==> src/hdl/zpnf_pkg.sv <==
package zpnf_pkg;

	localparam int MAX_WIDTH  = 1024;
	localparam int MAX_HEIGHT = 1024;
	localparam int PIX_W      = 8;
	localparam int COL_W      = $clog2(MAX_WIDTH);
	localparam int ROW_W      = $clog2(MAX_HEIGHT);
	localparam int REG_W      = 11;
	localparam int REG_IDX_W  = 2;

	// register map
	localparam logic [REG_IDX_W-1:0] REG_FRAME_WIDTH  = 2'd0;
	localparam logic [REG_IDX_W-1:0] REG_FRAME_HEIGHT = 2'd1;

	// average of three neighbors: sum * 683 >> 11 is exact for sums up to 765
	localparam int SUM_W        = PIX_W + 2;
	localparam int RECIP3       = 683;
	localparam int RECIP3_W     = 10;
	localparam int RECIP3_SHIFT = 11;
	localparam int PROD_W       = SUM_W + RECIP3_W;

	typedef struct packed {
		logic             cmd;
		logic [PIX_W-1:0] pixel_in;
	} in_word_t;

	typedef struct packed {
		logic [PIX_W-1:0] pixel_out;
		logic             row_end;
		logic             frame_end;
	} out_word_t;

	localparam logic CMD_PIXEL = 1'b0;
	localparam logic CMD_FLUSH = 1'b1;

	// zero counts as one, anything above the limit counts as the limit
	function automatic logic [REG_W-1:0] clamp_dim(input logic [REG_W-1:0] v,
		input logic [REG_W-1:0] lim);
		logic [REG_W-1:0] res;
		if (v == '0) begin
			res = REG_W'(1);
		end else if (v > lim) begin
			res = lim;
		end else begin
			res = v;
		end
		return res;
	endfunction

endpackage

==> src/hdl/zpnf_fill.sv <==
module zpnf_fill (
	input  logic [zpnf_pkg::PIX_W-1:0] centre,
	input  logic [zpnf_pkg::PIX_W-1:0] up,
	input  logic [zpnf_pkg::PIX_W-1:0] down,
	input  logic [zpnf_pkg::PIX_W-1:0] left_px,
	input  logic [zpnf_pkg::PIX_W-1:0] right_px,
	output logic [zpnf_pkg::PIX_W-1:0] result
);
	import zpnf_pkg::*;

	logic [3:0]        nz;
	logic [SUM_W-1:0]  sum;
	logic [2:0]        cnt;
	logic [PROD_W-1:0] prod;
	logic [PIX_W-1:0]  avg;

	// zero neighbors add nothing to the sum, only the count skips them
	assign nz   = {up != '0, down != '0, left_px != '0, right_px != '0};
	assign sum  = SUM_W'(up) + SUM_W'(down) + SUM_W'(left_px) + SUM_W'(right_px);
	assign cnt  = 3'(nz[0]) + 3'(nz[1]) + 3'(nz[2]) + 3'(nz[3]);
	assign prod = PROD_W'(sum) * PROD_W'(RECIP3);

	always_comb begin
		case (cnt)
			3'd0:    avg = '0;
			3'd1:    avg = sum[PIX_W-1:0];
			3'd2:    avg = sum[PIX_W:1];
			3'd3:    avg = prod[RECIP3_SHIFT +: PIX_W];
			default: avg = sum[PIX_W+1:2];
		endcase
	end

	assign result = (centre != '0) ? centre : avg;

endmodule

==> config.mk <==
export PLATFORM = sky130hd
export DESIGN_NAME = zpnf_fill
export DESIGN_NICKNAME = d
export VERILOG_FILES = /design/src/hdl/zpnf_pkg.sv /design/src/hdl/zpnf_fill.sv
export SDC_FILE = /design/constraint.sdc
export NUM_CORES = 1
export LEC_CHECK = 0
export ABC_CLOCK_PERIOD_IN_PS = 16520
export BUFFER_PORTS_ARGS = -buffer_cell sky130_fd_sc_hd__buf_2
export CAP_MARGIN = 20
export CORE_ASPECT_RATIO = 1.4
export CORE_MARGIN = 4
export CORE_UTILIZATION = 45
export DETAILED_ROUTE_END_ITERATION = 8
export GPL_TIMING_DRIVEN = 0
export MAX_ROUTING_LAYER = met4
export PLACE_DENSITY = 0.63
export SYNTH_ARGS = -nofsm -noshare
export SYNTH_HDL_FRONTEND = slang
export SYNTH_SLANG_ARGS = --single-unit
==> constraint.sdc <==
create_clock -name vclk -period 16.52
set_input_delay 1.652 -clock vclk [all_inputs]
set_output_delay 1.652 -clock vclk [all_outputs]
set_load 0.01 [all_outputs]
# Word-level counts from Yosys, hierarchy flattened
# Index checks and enable logic that the tools add are counted.
[word_totals] reg_bits=0 input_bits=40 out_inout_bits=8 elab_cells=18
[classes] n_addsub=6 multipliers=1 eq_ne=3 muxes=2 n_reduce_logical=6
[op_table] operator="$reduce_bool A8 Y1" count=5
[op_table] operator="$pmux W8 S4" count=1
[op_table] operator="$mul A10 B10 Y19 const B" count=1
[op_table] operator="$add A10 B8 Y10" count=1
[op_table] operator="$add A9 B8 Y10" count=1
[op_table] operator="$add A8 B8 Y9" count=1
[op_table] operator="$mux W8" count=1
[op_table] operator="$eq A3 B2 Y1 const B" count=2
[op_table] operator="$add A2 B1 Y3" count=1
[op_table] operator="$add A3 B1 Y3" count=1
[op_table] operator="$eq A3 B1 Y1 const B" count=1
[op_table] operator="$logic_not A3 Y1" count=1
[op_table] operator="$add A1 B1 Y2" count=1

# Logic depth before layout (Yosys ltp)
# Gate-level depths: netlist of the first run.
[depth] ltp_word=7 depth_mapped=29 mapped_depth_nobuf=29

# Worst setup path before layout of the first run
# Ideal clock, no wire load.
[synth_path] path_kind="input to output" start="input port up[1] (netlist bit)" end="output port result[6] (netlist bit)" arrival_time_ns=8.117 required_ns=14.868 slack_ns=6.751 stages=29 cell_sequence="inv_1 -> fa_1 -> fa_1 -> inv_1 -> ha_1 -> inv_1 -> fa_1 -> nand2b_1 -> a21oi_1 -> o21ai_1 -> a221oi_2 -> inv_2 -> ha_1 -> ha_1 -> inv_1 -> fa_1 -> inv_1 -> fa_1 -> inv_1 -> fa_1 -> inv_1 -> ha_1 -> nand2_1 -> a2111oi_2 -> o2111ai_2 -> a21oi_2 -> nor2_1 -> mux2_4 -> a21oi_2"
[synth_via] elab_chain_cells=6 elab_cells_between_ends=12 classes_between="4 x add/sub; 1 x mul; 3 x eq/ne; 2 x mux; 2 x reduce/logical"
[synth_lines] item="start: declaration" line_no="zpnf_fill.sv:3" rtl="input logic [zpnf_pkg::PIX_W-1:0] up,"
[synth_lines] item="$add A8 B8 Y9" line_no="zpnf_fill.sv:19" rtl="assign sum = SUM_W'(up) + SUM_W'(down) + SUM_W'(left_px) + SUM_W'(right_px);"
[synth_lines] item="$add A9 B8 Y10" line_no="zpnf_fill.sv:19"
[synth_lines] item="$add A10 B8 Y10" line_no="zpnf_fill.sv:19"
[synth_lines] item="$mul A10 B10 Y19" line_no="zpnf_fill.sv:21" rtl="assign prod = PROD_W'(sum) * PROD_W'(RECIP3);"
[synth_lines] item="$pmux W8 S4 (*)" line_no="zpnf_fill.sv:24" rtl="case (cnt)"
[synth_lines] item="$mux W8 (*)" line_no="zpnf_fill.sv:33" rtl="assign result = (centre != '0) ? centre : avg;"
[synth_lines] item="end: declaration" line_no="zpnf_fill.sv:7" rtl="output logic [zpnf_pkg::PIX_W-1:0] result"
# Every way passes the cells marked *; elsewhere a longest branch is shown, timed or not.

# Worst setup path in the final report of the first run
# Ends and elaborated chain as after synthesis.

==> impl_summary.log, run 1 <==
INFO  metric run_status = complete, no violations
INFO  metric grt.met1_usage = 0.215
INFO  metric antenna_diode_count = 0
INFO  metric final_cell_mix = sky130_fd_sc_hd__inv_1, sky130_fd_sc_hd__ha_1, sky130_fd_sc_hd__buf_2, sky130_fd_sc_hd__fa_1
INFO  metric first_pass_iters = 5
INFO  metric antenna_found_initial = 0
INFO  metric global_route.usage.met3 = 0.00693
INFO  metric cp_data_required_time = 14,870 ps
INFO  metric mapped_avg_cell_area = slightly above 8 um^2
INFO  metric final_max_slew_viol_count = 0
INFO  metric placement.io_buffers = 48
INFO  metric drc = 0
INFO  metric holdBufCountCts = 0
INFO  metric sequential_cell_area_fraction_in_the_yosys_report = 0
INFO  metric fin_tns_setup = 0 ps
INFO  metric hold_start = centre[0]
INFO  metric clockBufferCount = 0
INFO  metric sequential_cell_total = 0
INFO  metric start_util = 0.469
INFO  metric routed-via-count = 2,499
INFO  metric wp_data_arrival = 9170 ps
INFO  metric dp.final_hpwl = 6.31 mm
INFO  metric number_of_instances_in_the_synthesized_netlist = roughly 360
INFO  metric startpoint_type = primary input
INFO  metric synth-warning-count = 0
INFO  metric share_of_final_layout_standard_cells_stronger_than_drive_strength_1 = 0.143
INFO  metric top_level_ports = 48
INFO  metric number_of_core_rows = 34
INFO  metric timing.critical_path.mode_cell = sky130_fd_sc_hd__inv_1
INFO  metric period_minus_slack = 10,820 ps
INFO  metric timing_worst_setup_path_type = primary input to output port
INFO  metric cell_area_after_technology_mapping = approximately 0.0029 mm^2
INFO  metric gr-usage-all-layers = 0.186
INFO  metric hold_depth = 4
INFO  metric timing.slew.headroom = 0.486
INFO  metric floorplan.die.width = 76.2 um
INFO  metric post-place-cells = ~480
INFO  metric ctsResizeCount = 0
INFO  metric worstPathMaxFanout = 5
INFO  metric layout_worst_path_cycle_share = 0.655
INFO  metric cpMaxStageDelayCell = sky130_fd_sc_hd__a221oi_2
INFO  metric max_stage_delay = 680 ps
INFO  metric die-height = 103 um
INFO  metric globalRoute.totalOverflow = 0
INFO  metric timing.final.hold_violations = 0
INFO  metric cap_viol_max_count = 0
INFO  metric die_area = 0.00789 mm^2
INFO  metric routed_len_inst = 14.2 um
INFO  metric grtUsageMet2 = 0.364
INFO  metric layoutNonFillerInstCount = 479
INFO  metric synth.distinct_cells = 44
INFO  metric gr-max-usage-layer = met2
INFO  metric netlist_top_cells_area = sky130_fd_sc_hd__ha_1, sky130_fd_sc_hd__fa_1, sky130_fd_sc_hd__inv_1
INFO  metric worstSetupEndpointType = output port
INFO  metric maximum_number_of_pins_on_one_net_before_global_route_repair = 11
INFO  metric number_of_global_route_vias_before_repair = 2,610
INFO  metric cts_setup_buffers = 0
INFO  metric nNetsFinal = 554
INFO  metric dpl-instance-area = 0.00327 mm^2
INFO  metric ant_nets = 0
INFO  metric floorplan.core_area = 0.00625 mm^2
INFO  metric crit_start = up[1]
INFO  metric leading_cell_type_in_the_layout_fill_and_taps_excluded = sky130_fd_sc_hd__inv_1
INFO  metric gp_congestion = 0.892
INFO  metric whs_endpoint = result[0]
INFO  metric hp-class = primary input to output port
INFO  metric fmax_achieved = 92.4 MHz
INFO  metric wirelength = 6.82 mm
INFO  metric timing_worst_slew_pin_value = 771 ps
INFO  metric layout.cell_area.non_filler = between 0.003 and 0.004 mm^2
INFO  metric drt_iter0_markers = 61
INFO  metric synth.net_count = 503
INFO  metric fillers = 617
INFO  metric area_of_the_multi_input_gates = 0.00255 mm^2
INFO  metric grt_pass1_wl = 11.8 mm
INFO  metric post-synth-top-area-fraction = 0.290
INFO  metric average_vias_per_placed_instance = 5.22
INFO  metric yosys.area.top_type = sky130_fd_sc_hd__ha_1
INFO  metric seq_area = 0 um^2
INFO  metric area_delta_synth_final = 11.5%
INFO  metric unrepaired_setup_endpoints_after_global_routing = false
INFO  metric final-setup-viol-count = 0
-- synth_stat cells (all sizes together) (5+ instances only) --
cell     n
fa      37
inv     99
nand2   12
nor2    20
nand2b   6
ha      68
or4      5
a21oi   22
nand4    5
a21o     6
xnor2   10
o21ai   14
-- per-layer routing --
layer	share of wire	vias up	wire (um)
li1	-	1284	-
met1	0.40	1150	2710
met2	0.56	55	3790
met3	0.030	10	208
met4	0.017	0	116
met5	0	-	0
-- layout make-up --
| cell class | instances | area share |
|---|---|---|
| buffer | 3 | 0.00345 |
| inverter | 99 | 0.114 |
| multi-input combinational | 256 | 0.779 |
| tap | 72 | 0.0276 |
| timing repair buffer | 49 | 0.0758 |
-- per-stage QoR --
step                utilization  worst slack (ps)  hold slack [ps]
CTS                       0.523              5630             3610
global route              0.523              5350             3640
global placement          0.521              5650             3610
detailed placement        0.523              5660             3610
finish                    0.523              5700             3610
floorplan                     -              6750             3450
-- worst max path at each step --
| stage | to | cells after the start |
|---|---|---|
| finish | result[6] | 31 |
| detailed placement | result[6] | 31 |
| floorplan | result[6] | 29 |
| global route | result[6] | 31 |
| global placement | result[6] | 31 |
| CTS | result[6] | 31 |
-- kinds of logic (layout without fill, tap and decap cells) --
group / count (synthesis) / in the layout / share of synthesized area
adders and majority gates: 105 / 105 / 0.543
xor gates and xnor gates: 14 / 14 / 0.0418
AOI/OAI and AO/OA: 64 / 64 / 0.146
and+or+nand+nor: 70 / 70 / 0.126
buffers and inverters: 102 / 151 / 0.131
muxes: 3 / 3 / 0.0120
-- worst max-delay path: cells and delay by family --
kind / cells / cell delay [ps]
buf+inv: 10 / 740
fa+ha+maj: 10 / 4020
mux: 1 / 300
compound gates: 7 / 2090
simple gates: 3 / 340
Power of run 1 is left out: the tool's default activity adds up to more than one toggle a clock period on the data nets, which glitch-free logic cannot reach.
==> run 2, diff against run 1 <==
--- a/config.mk
+++ b/config.mk
@@ -5,7 +5,8 @@
 export SDC_FILE = /design/constraint.sdc
 export NUM_CORES = 1
 export LEC_CHECK = 0
-export ABC_CLOCK_PERIOD_IN_PS = 16520
+export ABC_AREA = 1
+export ABC_CLOCK_PERIOD_IN_PS = 9600
 export BUFFER_PORTS_ARGS = -buffer_cell sky130_fd_sc_hd__buf_2
 export CAP_MARGIN = 20
 export CORE_ASPECT_RATIO = 1.4
@@ -14,7 +15,7 @@
 export DETAILED_ROUTE_END_ITERATION = 8
 export GPL_TIMING_DRIVEN = 0
 export MAX_ROUTING_LAYER = met4
-export PLACE_DENSITY = 0.63
+export PLACE_DENSITY = 0.65
 export SYNTH_ARGS = -nofsm -noshare
 export SYNTH_HDL_FRONTEND = slang
 export SYNTH_SLANG_ARGS = --single-unit
==> constraint.sdc (replaced) <==
create_clock -name vclk -period 9.6
set_input_delay 0.96 -clock vclk [all_inputs]
set_output_delay 0.96 -clock vclk [all_outputs]
set_load 0.01 [all_outputs]
==> run 2 against run 1 <==
Global-route usage grew 3.2 points. Die area grew 11%. Core utilization shrank 0.23 points. Hold slack lost 1400 ps. Final area grew 12%. Critical path depth grew 6. Routed wire length grew 29%. Flip-flop and latch count is the same. Highest routed layer unchanged. Cell count grew 30%. Via count grew 24%. Non-clock buffer count shrank 3.
==> impl_summary.log, run 2 <==
INFO  metric sequential_cell_total = 0
INFO  metric hp-class = primary input to output port
INFO  metric cpMaxStageDelayCell = sky130_fd_sc_hd__fa_1
INFO  metric setup_slack = 1070 ps
INFO  metric synth.top_cells.by_count = sky130_fd_sc_hd__inv_1, sky130_fd_sc_hd__nand2_1, sky130_fd_sc_hd__ha_1
INFO  metric post-synth-top-area-fraction = 0.258
INFO  metric run_status = complete, no violations
INFO  metric holdBufCountCts = 0
INFO  metric mapped_avg_cell_area = 6.87 um^2
INFO  metric fillers = 751
INFO  metric ctsResizeCount = 0
INFO  metric seq_area = 0 um^2
INFO  metric floorplan.core_area = 0.00703 mm^2
INFO  metric routed_len_inst = 14.1 um
INFO  metric sequential_cell_area_fraction_in_the_yosys_report = 0
INFO  metric hold_depth = 4
INFO  metric cap_viol_max_count = 0
INFO  metric floorplan.die.width = 80.3 um
INFO  metric share_of_final_layout_standard_cells_stronger_than_drive_strength_1 = 0.127
INFO  metric globalRoute.totalOverflow = 0
INFO  metric gp_congestion = between 0.9 and 1
INFO  metric placement.io_buffers = 48
INFO  metric timing.slew.headroom = 0.448
INFO  metric cp_data_required_time = 8640 ps
INFO  metric crit_start = up[1]
INFO  metric worstPathMaxFanout = 4
INFO  metric average_vias_per_placed_instance = 4.98
INFO  metric timing.final.hold_violations = 0
INFO  metric synth-warning-count = 0
INFO  metric synth.distinct_cells = 32
INFO  metric layout_worst_path_cycle_share = 0.888
INFO  metric whs_endpoint = result[6]
INFO  metric ant_nets = 0
INFO  metric layout.cell_area.non_filler = 0.00366 mm^2
INFO  metric synth.net_count = about 630
INFO  metric yosysMostFrequentCell = sky130_fd_sc_hd__inv_1
INFO  metric worstSetupEndpointType = output port
INFO  metric timing.critical_path.mode_cell = sky130_fd_sc_hd__inv_1
INFO  metric grt_pass1_wl = about 15 mm
INFO  metric area_delta_synth_final = 10.9%
INFO  metric dpl-instance-area = 0.00366 mm^2
INFO  metric top_level_ports = 48
INFO  metric antenna_diode_count = 0
INFO  metric netlist_top_cells_area = sky130_fd_sc_hd__ha_1, sky130_fd_sc_hd__fa_1, sky130_fd_sc_hd__inv_1
INFO  metric max_stage_delay = 570 ps
INFO  metric first_pass_iters = 4
INFO  metric drt_iter0_markers = just over 90
INFO  metric gr-usage-all-layers = 0.218
INFO  metric die_area = 0.00878 mm^2
INFO  metric start_util = 0.469
INFO  metric area_of_the_multi_input_gates = roughly 0.0028 mm^2
INFO  metric drc = 0
INFO  metric number_of_core_rows = 36
INFO  metric yosys.area.top_type = sky130_fd_sc_hd__ha_1
INFO  metric unrepaired_setup_endpoints_after_global_routing = false
INFO  metric die-height = 109 um
INFO  metric leading_cell_type_in_the_layout_fill_and_taps_excluded = sky130_fd_sc_hd__inv_1
INFO  metric number_of_global_route_vias_before_repair = 3,318
INFO  metric period_minus_slack = approximately 8500 ps
INFO  metric number_of_instances_in_the_synthesized_netlist = 480
INFO  metric final_cell_mix = sky130_fd_sc_hd__inv_1, sky130_fd_sc_hd__nand2_1, sky130_fd_sc_hd__ha_1, sky130_fd_sc_hd__buf_2, sky130_fd_sc_hd__fa_1
INFO  metric post-place-ws = between 1000 and 1500 ps
INFO  metric maximum_number_of_pins_on_one_net_before_global_route_repair = 11
INFO  metric cell_area_after_technology_mapping = 0.00330 mm^2
INFO  metric fmax_achieved = 117 MHz
INFO  metric routed-via-count = 3,103
INFO  metric final_max_slew_viol_count = 0
INFO  metric final-setup-viol-count = 0
INFO  metric dp.final_hpwl = around 8 mm
INFO  metric fin_tns_setup = 0 ps
INFO  metric antenna_found_initial = 0
INFO  metric clockBufferCount = 0
INFO  metric wp_data_arrival = roughly 7600 ps
INFO  metric hold_start = centre[6]
INFO  metric nNetsFinal = between 600 and 700
INFO  metric timing_worst_slew_pin_value = 823 ps
INFO  metric timing_worst_setup_path_type = primary input to output port
INFO  metric startpoint_type = primary input
INFO  metric cts_setup_buffers = 0
INFO  metric wirelength = slightly below 9 mm
[run 2: metal layers]
layer / track usage / vias to the layer above / share of wire
met5: - / - / 0
met2: 0.464 / 74 / 0.57
met4: 0.0350 / 0 / 0.017
met1: 0.218 / 1416 / 0.39
met3: 0.00248 / 14 / 0.024
li1: - / 1599 / -
[run 2: layout make-up]
cell class,instances,area share
Inverter,137,0.141
Tap cell,95,0.0325
Timing Repair Buffer,48,0.0657
Buffer,1,0.00308
Multi-Input combinational cell,342,0.758
[run 2: logic make-up after synthesis]
group                    Yosys count  share of synthesized area
AO/OA/AOI/OAI                     52                     0.0937
XOR/XNOR                           8                     0.0235
buffers and inverters            138                      0.159
AND/OR/NAND/NOR                  177                      0.241
adder cells (fa/ha/maj)          105                      0.483
[run 2: worst max path at each step]
| stage | cells after the start | slack [ps] | end |
|---|---|---|---|
| final | 37 | 1070 | result[0] |
| after global routing | 40 | 660 | result[7] |
| after CTS | 40 | 1090 | result[7] |
| after detailed placement | 40 | 1100 | result[7] |
| after global placement | 37 | 1170 | result[0] |
| after floorplan | 36 | 1930 | result[3] |
[run 2: critical path, delay by kind of cell]
family / cells / cell delay (ps)
buf+inv: 12 / 830
fa+ha+maj: 10 / 4120
simple gates: 14 / 1570
compound gates: 1 / 70
[run 2: through the flow]
stage / hold WS (ps) / std cells / utilization
2_1_floorplan: 2030 / 480 / -
3_3_place_gp: 2200 / 623 / 0.520
3_5_place_dp: 2210 / 623 / 0.520
4_1_cts: 2210 / 623 / 0.520
5_1_grt: 2220 / 623 / 0.520
6_report: 2200 / 623 / 0.520
Power of run 2 is left out for the same reason.
==> run 3, diff against run 2 <==
--- a/config.mk
+++ b/config.mk
@@ -5,17 +5,17 @@
 export SDC_FILE = /design/constraint.sdc
 export NUM_CORES = 1
 export LEC_CHECK = 0
-export ABC_AREA = 1
+export ABC_AREA = 0
 export ABC_CLOCK_PERIOD_IN_PS = 9600
 export BUFFER_PORTS_ARGS = -buffer_cell sky130_fd_sc_hd__buf_2
 export CAP_MARGIN = 20
 export CORE_ASPECT_RATIO = 1.4
-export CORE_MARGIN = 4
+export CORE_MARGIN = 3
 export CORE_UTILIZATION = 45
 export DETAILED_ROUTE_END_ITERATION = 8
 export GPL_TIMING_DRIVEN = 0
 export MAX_ROUTING_LAYER = met4
-export PLACE_DENSITY = 0.65
+export PLACE_DENSITY = 0.66
 export SYNTH_ARGS = -nofsm -noshare
 export SYNTH_HDL_FRONTEND = slang
 export SYNTH_SLANG_ARGS = --single-unit
==> run 3 against run 2 <==
Highest routed layer unchanged. Via count shrank 18%. Routed wire length shrank 20%. Cell count shrank 23%. Hold slack gained 22 ps. First-iteration DRC count shrank 9.7%. Setup slack lost 690 ps. Final area shrank 9.8%. Die area shrank 14%.
==> impl_summary.log, run 3 (same netlist as run 1, synthesis figures left out) <==
INFO  metric run_status = complete, no violations
INFO  metric final-setup-viol-count = 0
INFO  metric period_minus_slack = 9220 ps
INFO  metric floorplan.core_area = 0.00625 mm^2
INFO  metric timing.critical_path.mode_cell = sky130_fd_sc_hd__inv_1
INFO  metric dp.final_hpwl = 6.38 mm
INFO  metric clockBufferCount = 0
INFO  metric layout_worst_path_cycle_share = 0.960
INFO  metric die_area = around 0.0075 mm^2
INFO  metric fin_tns_setup = 0 ps
INFO  metric dpl-instance-area = 0.00326 mm^2
INFO  metric globalRoute.totalOverflow = 0
INFO  metric timing.slew.headroom = 0.485
INFO  metric unrepaired_setup_endpoints_after_global_routing = false
INFO  metric cp_data_required_time = approximately 8600 ps
INFO  metric grt_pass1_wl = 11.9 mm
INFO  metric placement.io_buffers = 48
INFO  metric hp-class = primary input to output port
INFO  metric leading_cell_type_in_the_layout_fill_and_taps_excluded = sky130_fd_sc_hd__inv_1
INFO  metric area_delta_synth_final = 12.6%
INFO  metric average_vias_per_placed_instance = about 5.3
INFO  metric number_of_global_route_vias_before_repair = 2,683
INFO  metric timing_worst_setup_path_type = primary input to output port
INFO  metric routed_len_inst = between 10 and 15 um
INFO  metric final_max_slew_viol_count = 0
INFO  metric number_of_core_rows = 34
INFO  metric floorplan.die.width = 74.2 um
INFO  metric antenna_diode_count = 0
INFO  metric gr-usage-all-layers = 0.204
INFO  metric timing.final.hold_violations = 0
INFO  metric sequential_cell_total = 0
INFO  metric cap_viol_max_count = 0
INFO  metric start_util = 0.469
INFO  metric routed-via-count = 2,532
INFO  metric timing_worst_slew_pin_value = roughly 770 ps
INFO  metric first_pass_iters = 4
INFO  metric drt_iter0_markers = 84
INFO  metric holdWs = 2230 ps
INFO  metric fillers = between 600 and 700
INFO  metric holdBufCountCts = 0
INFO  metric antenna_found_initial = 0
INFO  metric top_level_ports = 48
INFO  metric nNetsFinal = 557
INFO  metric wp_data_arrival = roughly 8300 ps
INFO  metric gp_congestion = 0.906
INFO  metric maximum_number_of_pins_on_one_net_before_global_route_repair = 11
INFO  metric max_stage_delay = around 560 ps
INFO  metric die-height = just over 100 um
INFO  metric worstSetupEndpointType = output port
INFO  metric ant_nets = 0
INFO  metric worstPathMaxFanout = 5
INFO  metric share_of_final_layout_standard_cells_stronger_than_drive_strength_1 = 0.149
INFO  metric layout.cell_area.non_filler = 0.00330 mm^2
INFO  metric final_cell_mix = sky130_fd_sc_hd__inv_1, sky130_fd_sc_hd__ha_1, sky130_fd_sc_hd__buf_2, sky130_fd_sc_hd__fa_1
INFO  metric wirelength = 7.06 mm
INFO  metric cpMaxStageDelayCell = sky130_fd_sc_hd__fa_1
INFO  metric startpoint_type = primary input
INFO  metric area_of_the_multi_input_gates = 0.00256 mm^2
INFO  metric seq_area = 0 um^2
INFO  metric drc = 0
INFO  metric fmax_achieved = 109 MHz
INFO  metric hold_depth = 4
[run 3: worst max-delay path: cells and delay by family]
family,cells,cell delay [ps]
adders and majority gates,10,3990
muxes,1,310
buffers and inverters,10,740
AOI/OAI and AO/OA,7,1880
and+or+nand+nor,3,380
[run 3: repair_timing]
item                       4_1_cts  5_1_grt
setup endpoints to repair        0        6
resized for setup                0        1
setup buffers                    0        3
[run 3: per-stage QoR]
stage	setup WS [ps]	cells	utilization
CTS	96.2	478	0.521
global placement	140	478	0.521
detailed placement	128	478	0.521
finish	384	482	0.528
floorplan	1220	358	-
global route	52.5	482	0.528
[run 3: final timing paths]
| check | startpoint | end | slack [ps] |
|---|---|---|---|
| worst max-delay path | up[1] | result[6] | 380 |
| worst min-delay path | centre[0] | result[0] | 2230 |
[run 3: layout make-up]
type / instances / area share
multi-input combinational: 256 / 0.776
inverter: 99 / 0.113
timing repair buffer: 52 / 0.0812
tap: 72 / 0.0273
buffer: 3 / 0.00341
[run 3: layer usage]
layer,part of all wire,vias to the layer above,GRT usage
met5,0,-,-
met4,0.035,0,0.0614
met3,0.024,16,0.00794
met2,0.54,42,0.390
met1,0.40,1184,0.221
li1,-,1290,-
Power of run 3 is left out for the same reason.
